## src/cpu8alu_pkg.sv

```systemverilog
// Package with the operation codes, flag positions and word types of the 8-bit ALU.
package cpu8alu_pkg;

  typedef enum logic [4:0] {
    OP_ADD = 5'd0,
    OP_SUB = 5'd1,
    OP_AND = 5'd2,
    OP_OR  = 5'd3,
    OP_XOR = 5'd4,
    OP_INC = 5'd5,
    OP_DEC = 5'd6,
    OP_BIT = 5'd7,
    OP_RES = 5'd8,
    OP_SET = 5'd9,
    OP_RLC = 5'd10,
    OP_RRC = 5'd11,
    OP_RL  = 5'd12,
    OP_RR  = 5'd13,
    OP_SLA = 5'd14,
    OP_SRA = 5'd15,
    OP_SLL = 5'd16,
    OP_SRL = 5'd17
  } alu_op_t;

  // Flag byte layout: S Z Y H X P/V N C.
  localparam int unsigned FL_C  = 0;
  localparam int unsigned FL_N  = 1;
  localparam int unsigned FL_PV = 2;
  localparam int unsigned FL_X  = 3;
  localparam int unsigned FL_H  = 4;
  localparam int unsigned FL_Y  = 5;
  localparam int unsigned FL_Z  = 6;
  localparam int unsigned FL_S  = 7;

  localparam logic [7:0] INC_OVF_VALUE = 8'h80;
  localparam logic [7:0] DEC_OVF_VALUE = 8'h7f;
  localparam logic [3:0] NIBBLE_ZERO   = 4'h0;
  localparam logic [3:0] NIBBLE_FULL   = 4'hf;

  typedef struct packed {
    logic [4:0] kind;
    logic [7:0] operand_a;
    logic [7:0] operand_b;
    logic       carry_in;
    logic [2:0] bit_index;
    logic [7:0] flags_in;
  } alu_req_t;

  typedef struct packed {
    logic [7:0] result;
    logic [7:0] flags_out;
  } alu_rsp_t;

endpackage

```

## src/cpu8alu_core.sv

```systemverilog
// Combinational datapath of the 8-bit ALU: result byte and flag byte for one word.
module cpu8alu_core (
  input  cpu8alu_pkg::alu_req_t req,
  output cpu8alu_pkg::alu_rsp_t rsp
);
  import cpu8alu_pkg::*;

  logic [8:0] sum9;
  logic [8:0] dif9;
  logic [7:0] inc8;
  logic [7:0] dec8;
  logic [7:0] mask;
  logic [7:0] a;
  logic [7:0] b;
  logic       cf;
  logic [7:0] r;
  logic [7:0] f;

  // S, Z, Y and X taken from a byte.
  function automatic logic [7:0] szxy(input logic [7:0] z);
    logic [7:0] fl;
    fl        = 8'h00;
    fl[FL_S]  = z[7];
    fl[FL_Y]  = z[5];
    fl[FL_X]  = z[3];
    fl[FL_Z]  = (z == 8'h00);
    return fl;
  endfunction

  // Flags of logic, bit test and shift operations; P/V is even parity.
  function automatic logic [7:0] logic_flags(input logic [7:0] z, input logic h,
                                             input logic c);
    logic [7:0] fl;
    fl        = szxy(z);
    fl[FL_PV] = ~(^z);
    fl[FL_H]  = h;
    fl[FL_C]  = c;
    return fl;
  endfunction

  always_comb begin
    a    = req.operand_a;
    b    = req.operand_b;
    cf   = req.flags_in[FL_C];
    sum9 = {1'b0, a} + {1'b0, b} + {8'h00, req.carry_in};
    dif9 = {1'b0, a} - {1'b0, b} - {8'h00, req.carry_in};
    inc8 = a + 8'd1;
    dec8 = a - 8'd1;
    mask = 8'h01 << req.bit_index;
    r    = a;
    f    = req.flags_in;
    unique case (req.kind)
      OP_ADD: begin
        r         = sum9[7:0];
        f         = szxy(r);
        f[FL_H]   = a[4] ^ b[4] ^ sum9[4];
        f[FL_PV]  = ~(a[7] ^ b[7]) & (a[7] ^ sum9[7]);
        f[FL_C]   = sum9[8];
      end
      OP_SUB: begin
        r         = dif9[7:0];
        f         = szxy(r);
        f[FL_H]   = a[4] ^ b[4] ^ dif9[4];
        f[FL_PV]  = (a[7] ^ b[7]) & (a[7] ^ dif9[7]);
        f[FL_N]   = 1'b1;
        f[FL_C]   = dif9[8];
      end
      OP_AND: begin
        r = a & b;
        f = logic_flags(r, 1'b1, 1'b0);
      end
      OP_OR: begin
        r = a | b;
        f = logic_flags(r, 1'b0, 1'b0);
      end
      OP_XOR: begin
        r = a ^ b;
        f = logic_flags(r, 1'b0, 1'b0);
      end
      OP_INC: begin
        r        = inc8;
        f        = szxy(r);
        f[FL_C]  = cf;
        f[FL_PV] = (r == INC_OVF_VALUE);
        f[FL_H]  = (r[3:0] == NIBBLE_ZERO);
      end
      OP_DEC: begin
        r        = dec8;
        f        = szxy(r);
        f[FL_C]  = cf;
        f[FL_N]  = 1'b1;
        f[FL_PV] = (r == DEC_OVF_VALUE);
        f[FL_H]  = (r[3:0] == NIBBLE_FULL);
      end
      OP_BIT: begin
        r = a;
        f = logic_flags(a & mask, 1'b1, cf);
      end
      OP_RES: r = a & ~mask;
      OP_SET: r = a | mask;
      OP_RLC: begin
        r = {a[6:0], a[7]};
        f = logic_flags(r, 1'b0, a[7]);
      end
      OP_RRC: begin
        r = {a[0], a[7:1]};
        f = logic_flags(r, 1'b0, a[0]);
      end
      OP_RL: begin
        r = {a[6:0], cf};
        f = logic_flags(r, 1'b0, a[7]);
      end
      OP_RR: begin
        r = {cf, a[7:1]};
        f = logic_flags(r, 1'b0, a[0]);
      end
      OP_SLA: begin
        r = {a[6:0], 1'b0};
        f = logic_flags(r, 1'b0, a[7]);
      end
      OP_SRA: begin
        r = {a[7], a[7:1]};
        f = logic_flags(r, 1'b0, a[0]);
      end
      OP_SLL: begin
        r = {a[6:0], 1'b1};
        f = logic_flags(r, 1'b0, a[7]);
      end
      OP_SRL: begin
        r = {1'b0, a[7:1]};
        f = logic_flags(r, 1'b0, a[0]);
      end
      default: begin
        // Codes without an operation pass the operand and flags through.
        r = a;
        f = req.flags_in;
      end
    endcase
    rsp.result    = r;
    rsp.flags_out = f;
  end

endmodule

```

## src/cpu8_alu_with_flags_unit.sv

```systemverilog
// Top level of the 8-bit ALU with flags: input register, datapath, result register.
//
// This unit is the 8-bit ALU of a classic 8-bit processor. Each request word
// carries an operation code (add, sub, and, or, xor, inc, dec, bit, res, set
// and the eight rotates and shifts), two operand bytes, a carry in, a bit
// index and the current flag byte; the response word carries the result byte
// and the new flag byte in the layout S Z Y H X P/V N C. Inc and dec keep
// carry, res and set leave every flag alone, bit takes X and Y from the
// masked value, and an undefined operation code returns operand_a and the
// incoming flags unchanged. Both channels use a valid/ready handshake. A
// request word is captured in an input register, goes through one shallow
// combinational pass of the datapath and lands in the result register,
// from which it is valid on the response side until it is taken. While
// the response side does not stall, the unit takes one word every cycle;
// while it stalls, the input register still takes one more word before
// the request side is held off.
// There is no configuration and no state across words, and reset only clears
// the two valid bits.
module cpu8_alu_with_flags_unit (
  input  logic       clk,
  input  logic       rst,
  input  logic       req_valid,
  output logic       req_ready,
  input  logic [4:0] kind,
  input  logic [7:0] operand_a,
  input  logic [7:0] operand_b,
  input  logic       carry_in,
  input  logic [2:0] bit_index,
  input  logic [7:0] flags_in,
  output logic       rsp_valid,
  input  logic       rsp_ready,
  output logic [7:0] result,
  output logic [7:0] flags_out
);
  import cpu8alu_pkg::*;

  // Input register stage.
  logic     stage_valid;
  alu_req_t stage_req;

  // Result register stage.
  logic     out_valid;
  alu_rsp_t out_rsp;

  alu_rsp_t core_rsp;
  logic     out_free;
  logic     stage_free;

  // The result register can load when it is empty or its word leaves now;
  // the input register can load when it is empty or its word moves on now.
  assign out_free   = !out_valid || rsp_ready;
  assign stage_free = !stage_valid || out_free;
  assign req_ready  = stage_free;

  always_ff @(posedge clk) begin
    if (rst) begin
      stage_valid <= 1'b0;
    end else if (stage_free) begin
      stage_valid <= req_valid;
    end
  end

  always_ff @(posedge clk) begin
    if (stage_free && req_valid) begin
      stage_req <= '{kind:      kind,
                     operand_a: operand_a,
                     operand_b: operand_b,
                     carry_in:  carry_in,
                     bit_index: bit_index,
                     flags_in:  flags_in};
    end
  end

  cpu8alu_core u_core (
    .req (stage_req),
    .rsp (core_rsp)
  );

  always_ff @(posedge clk) begin
    if (rst) begin
      out_valid <= 1'b0;
    end else if (out_free) begin
      out_valid <= stage_valid;
    end
  end

  always_ff @(posedge clk) begin
    if (out_free && stage_valid) begin
      out_rsp <= core_rsp;
    end
  end

  assign rsp_valid = out_valid;
  assign result    = out_rsp.result;
  assign flags_out = out_rsp.flags_out;

endmodule

```

## config.mk

```make
export PLATFORM = sky130hd
export DESIGN_NAME = cpu8_alu_with_flags_unit
export DESIGN_NICKNAME = d
export VERILOG_FILES = /design/src/cpu8alu_pkg.sv /design/src/cpu8alu_core.sv /design/src/cpu8_alu_with_flags_unit.sv
export SDC_FILE = /design/constraint.sdc
export NUM_CORES = 1
export LEC_CHECK = 0
export BUFFER_PORTS_ARGS = -buffer_cell sky130_fd_sc_hd__buf_4
export CORE_MARGIN = 2
export CORE_UTILIZATION = 40
export CTS_CLUSTER_DIAMETER = 80
export DETAILED_ROUTE_END_ITERATION = 16
export GPL_TIMING_DRIVEN = 0
export PLACE_DENSITY = 0.68
export RECOVER_POWER = 25
export SLEW_MARGIN = 0
export SYNTH_ARGS = -nofsm -noshare
export SYNTH_HDL_FRONTEND = slang
export SYNTH_SLANG_ARGS = --single-unit
```

## constraint.sdc

```tcl
create_clock -name clk -period 4.5 [get_ports clk]
set_input_delay 0 -clock clk [delete_from_list [all_inputs] [get_ports clk]]
set_output_delay 0 -clock clk [all_outputs]
set_load 0.02 [all_outputs]
```

==> flow_metrics.py, run 1 <==
metrics = {
    "critical_path": {
        "crit_fanout": 10,
        "cp-end-kind": "flop",
        "cp.required_ns": 4.54,
        "rr_worst_depth": 11,
        "arrival_ns": 4.16,
        "crit_type": "flop to flop",
        "start_kind": "flop",
    },
    "cells_and_area": {
        "drive_gt1_share_pct": 12.7,
        "fin_nets": 735,
        "syn_to_final_growth_pct": 22.3,
        "n_antenna_cell": 0,
        "n_fill_cell": 1138,
    },
    "run": {
        "drv_cap": 0,
    },
    "clocking": {
        "clk_latency_ns": 0.31,
        "clkTransAtPathRegs_ns": 0.07,
        "clockRootBuffer": "clkbuf_16",
        "cts_tree": "yes",
        "numClockSinks": 51,
        "htreeDepth": 2,
        "cts_buffers": 5,
        "ctsResizeCount": 0,
        "clk_path_buf_depth": 2,
    },
    "logic_synthesis": {
        "ys.warnings.count": 0,
        "yosys.area.top_type_share_pct": 30.2,
        "synth_edf_count": 49,
        "yosys-top-cells-area": "edfxtp_1 (30%), ha_1 (17%), xnor2_1 (4.7%)",
        "avgSynthCellArea_um2": 9.14,
        "yosys.area.top_type": "edfxtp_1",
        "async_reset_ff_share_pct": 0,
        "yosysMostFrequentCell": "ha_1",
        "syn_area_mm2": 0.00487,
        "seq_area_frac_synth_pct": 31.0,
        "yosys-top-cells-count": "ha_1 (65), edfxtp_1 (49), inv_1 (46), nand2_1 (46), nor2_1 (37)",
        "ys_ff_latch": 51,
        "ys.flop_type": "edfxtp_1",
        "synthesis.instances": 533,
        "synth_cell_types": 70,
        "synth_nets": 639,
    },
    "route": {
        "ant_nets": 0,
        "wl_per_cell_um": 20.4,
        "drcViolationCount": 0,
        "vias_per_cell": 5.97,
        "routed_wl_mm": 15.8,
        "drt-pass1-iter-count": 7,
        "dr_total_vias": 4642,
        "drt-initial-drc-count": 417,
    },
    "sta": {
        "fin_tns_setup_ns": 0,
        "relSlewSlack_pct": 19.3,
        "hold_violations": 0,
        "finalCritPeriodShare_pct": 91.5,
        "rsz0062_at_grt": "no",
        "drv_slew": 0,
        "setup_violations": 0,
        "period_needed_ns": 4.12,
        "max_freq_mhz": 243,
        "skew_ns": 0.00493,
        "tightest_slew_ns": 1.20,
        "holdWs_ns": 0.0193,
    },
    "global_routing": {
        "antenna_found_initial": 0,
        "grt_pass1_vias": 4564,
        "grt_max_degree": 34,
        "grt_overflow_total": 0,
        "grt_pass1_wl_mm": 24.7,
        "track_usage_pct": 25.1,
    },
    "floorplanning": {
        "dieWidth_um": 114,
        "initial_core_util_pct": 40.7,
        "die_area_mm2": 0.0131,
        "num_io_pins": 55,
        "core_mm2": 0.0120,
        "die_y_um": 114,
        "rows": 40,
    },
    "placed_design": {
        "dp_hpwl_mm": 12.2,
        "place_congestion": 0.962,
        "io_buffers": 54,
    },
    "status": {
        "status": "finished clean",
    },
    "hold_path": {
        "hold_depth": 4,
        "min_path_type": "input port to flop",
    },
    "pwr": {
        "powerDensity_mw_per_mm2": 252,
        "power_leakage_nw": 2.41,
        "ir_drop_mv": 0.143,
    },
}
worst paths after layout:
kind / to / slack [ns] / from
worst min-delay path: rsp_valid$_SDFFE_PP0P_ / 0.02 / rsp_ready
worst max register to register: flags_out[2]$_DFFE_PP_ / 0.38 / stage_req[27]$_DFFE_PP_
worst min register to register: rsp_valid$_SDFFE_PP0P_ / 0.52 / stage_valid$_SDFFE_PP0N_
worst max-delay path: flags_out[2]$_DFFE_PP_ / 0.38 / stage_req[27]$_DFFE_PP_
registers in the layout, indices dropped and copies added, names as in the netlist:
register and flops:
stage_req 33, rsp_valid 1, stage_valid 1, result 8
flags_out 8
per-layer routing:
layer / track usage [%] / vias to the layer above / share of wire (%) / wire length (um)
met3: 4.13 / 30 / 7.0 / 1110
met1: 32.3 / 2228 / 43 / 6750
met5: 0 / - / 0 / 0
li1: - / 2173 / - / -
met2: 42.2 / 211 / 48 / 7550
met4: 10.2 / 0 / 2.7 / 433
logic make-up after synthesis:
| family | count (synthesis) | share of synthesized area [%] |
|---|---|---|
| AOI/OAI and AO/OA | 134 | 19.4 |
| xor gates and xnor gates | 41 | 7.52 |
| adders and majority gates | 69 | 18.3 |
| buffers and inverters | 70 | 5.88 |
| DFF | 51 | 31.0 |
| muxes | 1 | 0.205 |
| and+or+nand+nor | 167 | 17.6 |
cells in the final DEF, fill, tap and decap left out, types with 5 or more instances in the layout:
cell / synthesis / layout
nand3_1: 15 / 15
a221oi_1: 8 / 8
buf_4: 0 / 25
nor2b_1: 7 / 6
buf_2: 7 / 7
nor3b_1: 6 / 6
nand2b_1: 7 / 7
o21ai_0: 13 / 13
ha_1: 65 / 65
a21oi_1: 25 / 25
a22oi_1: 6 / 6
xnor2_1: 26 / 26
inv_1: 46 / 46
o211ai_1: 9 / 9
clkbuf_16: 0 / 5
dlygate4sd3_1: 0 / 35
nor3_1: 15 / 15
a31oi_1: 6 / 6
nand2_1: 46 / 46
nand4_1: 10 / 10
xor2_1: 14 / 14
nor2_1: 37 / 37
o221ai_1: 5 / 5
clkbuf_4: 0 / 29
o21ai_1: 12 / 12
edfxtp_1: 49 / 49
clkbuf_1: 13 / 14
and3_1: 5 / 5
layout make-up:
class                           instances  area [um2]  share of cell area, %
Buffer                                 22         106                   1.79
Clock buffer                            6         129                   2.16
Clock inverter                          2        12.5                  0.210
Inverter                               48         180                   3.02
Multi-Input combinational cell        412        3080                   51.7
Sequential cell                        51        1510                   25.4
Tap cell                              147         184                   3.09
Timing Repair Buffer                   89         756                   12.7
metrics by stage:
step | util, % | power (W) | instances | area [um2] | worst slack (ns)
floorplan | - | 0.000928 | 533 | 4870 | 1.54
global placement | 45.7 | 0.00108 | 734 | 5460 | 0.365
detailed placement | 45.7 | 0.00109 | 734 | 5460 | 0.420
CTS | 49.8 | 0.00150 | 777 | 5950 | 0.411
global route | 49.8 | 0.00158 | 777 | 5960 | 0.282
finish | 49.8 | 0.00150 | 777 | 5960 | 0.382
what timing repair did:
item / 4_1_cts / 5_1_grt
hold buffers: 35 / 0
endpoints found under the hold margin: 35 / 0
setup buffers: 0 / 0
critical path, cell delays in order, from the launching register on:
cell       delay (ns)
edfxtp_1         0.36
clkbuf_1         0.53
inv_1            0.41
ha_1             0.64
ha_1             0.32
xor2_1           0.18
xnor2_1          0.15
a22oi_1          0.19
o2111ai_1        0.14
a311oi_1         0.50
o311a_1          0.28
a41oi_1          0.13
power breakdown:
group | switching, W | leakage [nW] | internal (W)
Combinational | 0.000318 | 1.86 | 0.000220
Sequential | 0.0000211 | 0.490 | 0.000558
Clock | 0.000178 | 0.0669 | 0.000206
Note: power is estimated with default switching activity, not from simulation.
==> run 2, diff against run 1 <==
--- a/config.mk
+++ b/config.mk
@@ -8,6 +8,7 @@
 export BUFFER_PORTS_ARGS = -buffer_cell sky130_fd_sc_hd__buf_4
 export CORE_MARGIN = 2
 export CORE_UTILIZATION = 40
+export CTS_BUF_LIST = sky130_fd_sc_hd__clkbuf_2
 export CTS_CLUSTER_DIAMETER = 80
 export DETAILED_ROUTE_END_ITERATION = 16
 export GPL_TIMING_DRIVEN = 0
==> run 2 against run 1 <==
  * Global-route usage decreased by 0.15 points
  * Cell area decreased by 1.5%
  * Combinational power about the same
==> flow_metrics.py, run 2 (synthesized netlist as in run 1, its figures left out) <==
metrics = {
    "sta": {
        "setup_violations": 0,
        "relSlewSlack_pct": 19.4,
        "fin_tns_setup_ns": 0,
        "skew_ns": 0.0156,
        "hold_violations": 0,
        "max_freq_mhz": 240,
        "period_needed_ns": 4.17,
        "tightest_slew_ns": 1.20,
        "finalCritPeriodShare_pct": 92.7,
        "rsz0062_at_grt": "no",
        "drv_slew": 0,
    },
    "critical_path": {
        "cpMostUsedCell": "ha_1",
        "rr_worst_depth": 11,
        "slowest_stage": "ha_1",
        "max_stage_delay_ns": 0.65,
        "cp.required_ns": 4.79,
        "crit_fanout": 10,
        "start_kind": "flop",
        "r2r_slack_ns": 0.33,
        "r2r-start": "stage_req[27]$_DFFE_PP_",
        "reg2reg_to": "flags_out[2]$_DFFE_PP_",
        "crit_type": "flop to flop",
        "arrival_ns": 4.46,
        "crit_chain": "clkbuf_1, inv_1, ha_1, ha_1, xor2_1, xnor2_1, a22oi_1, o2111ai_1, a311oi_1, o311a_1, a41oi_1",
        "cp-end-kind": "flop",
    },
    "cells_and_area": {
        "fin_nets": 736,
        "drive_gt1_share_pct": 12.8,
        "n_fill_cell": 1143,
        "mostFrequentLayoutCell": "ha_1",
        "multi_input_area_mm2": 0.00308,
        "syn_to_final_growth_pct": 20.4,
        "final_cell_mix": "ha_1 (65), edfxtp_1 (49), nand2_1 (46), inv_1 (46), nor2_1 (37)",
        "regArea_mm2": 0.00151,
        "largest_register_ffs": 33,
        "regMostFlops": "stage_req",
        "n_antenna_cell": 0,
    },
    "hold_path": {
        "hold_path_end": "rsp_valid$_SDFFE_PP0P_",
        "holdCritStartpoint": "rst",
        "min_path_type": "input port to flop",
        "hold_depth": 3,
    },
    "placed_design": {
        "dp_hpwl_mm": 12.2,
        "io_buffers": 54,
        "place_congestion": 0.962,
    },
    "clocking": {
        "cts_buffers": 5,
        "numClockSinks": 51,
        "clockRootBuffer": "clkbuf_2",
        "clkTransAtPathRegs_ns": 0.26,
        "clk_latency_ns": 0.52,
        "ctsResizeCount": 0,
        "cts_tree": "yes",
        "htreeDepth": 2,
        "clk_path_buf_depth": 2,
    },
    "global_routing": {
        "grt_max_degree": 34,
        "grt_overflow_total": 0,
        "grt_pass1_wl_mm": 24.6,
        "antenna_found_initial": 0,
        "track_usage_pct": 25.0,
        "grt_pass1_vias": 4528,
    },
    "route": {
        "dr_total_vias": 4673,
        "vias_per_cell": 6.01,
        "drcViolationCount": 0,
        "wl_per_cell_um": 20.5,
        "drt-pass1-iter-count": 5,
        "drt-initial-drc-count": 410,
        "ant_nets": 0,
        "routed_wl_mm": 15.9,
    },
    "floorplanning": {
        "num_io_pins": 55,
        "initial_core_util_pct": 40.7,
        "die_area_mm2": 0.0131,
        "rows": 40,
        "die_y_um": 114,
        "dieWidth_um": 114,
        "core_mm2": 0.0120,
    },
    "pwr": {
        "ir_drop_mv": 0.144,
        "power_leakage_nw": 2.38,
        "p_total_w": 0.00132,
        "powerDensity_mw_per_mm2": 225,
    },
    "status": {
        "status": "finished clean",
    },
    "run": {
        "drv_cap": 0,
    },
}
-- run 2: repair_timing --
item | in CTS | in global routing
hold endpoints to repair | 35 | 0
buffers inserted | 0 | 0
hold buffers | 36 | 0
-- run 2: power breakdown --
part	internal (W)	total [W]	switching [W]	leakage, nW
Sequential	0.000557	0.000579	0.0000211	0.490
Clock	0.0000392	0.000200	0.000161	0.0290
Combinational	0.000220	0.000540	0.000319	1.86
-- run 2: critical path: cells and delay by family, from the launching register on --
family                   cells  cell delay, ns
flip-flops                   1            0.42
buffers and inverters        2            0.94
AO/OA/AOI/OAI                5            1.26
XOR/XNOR                     2            0.34
adder cells (fa/ha/maj)      2            0.97
-- run 2: final cells by class --
class | count | share of cell area [%]
Multi-Input combinational cell | 412 | 52.5
Sequential cell | 51 | 25.8
Timing Repair Buffer | 90 | 13.0
Tap cell | 147 | 3.13
Inverter | 48 | 3.07
Buffer | 22 | 1.81
Clock buffer | 6 | 0.512
Clock inverter | 2 | 0.213
-- run 2: per-stage QoR --
stage	std cells	hold slack (ns)	area, um2	util, %	worst slack, ns
4_1_cts	778	0.137	5870	49.0	0.386
3_5_place_dp	734	0.171	5460	45.7	0.420
3_3_place_gp	734	0.168	5460	45.7	0.365
2_1_floorplan	533	0.0724	4870	-	1.54
5_1_grt	778	0.139	5870	49.1	0.248
6_report	778	0.157	5870	49.1	0.331
-- run 2: worst max path at each step --
stage	to	slack, ns	cells past startpoint	start
6_report	flags_out[2]$_DFFE_PP_	0.33	11	stage_req[27]$_DFFE_PP_
3_3_place_gp	flags_out[2]$_DFFE_PP_	0.37	11	stage_req[27]$_DFFE_PP_
5_1_grt	flags_out[2]$_DFFE_PP_	0.25	12	stage_req[20]$_DFFE_PP_
4_1_cts	flags_out[2]$_DFFE_PP_	0.39	11	stage_req[27]$_DFFE_PP_
2_1_floorplan	flags_out[2]$_DFFE_PP_	1.54	10	stage_req[23]$_DFFE_PP_
3_5_place_dp	flags_out[2]$_DFFE_PP_	0.42	11	stage_req[27]$_DFFE_PP_
-- run 2: per-layer routing --
| metal | up-vias | GRT usage [%] | wire [um] |
|---|---|---|---|
| li1 | 2163 | - | - |
| met1 | 2252 | 32.2 | 6770 |
| met2 | 230 | 41.9 | 7560 |
| met3 | 28 | 4.61 | 1160 |
| met4 | 0 | 9.27 | 450 |
| met5 | - | 0 | 0 |
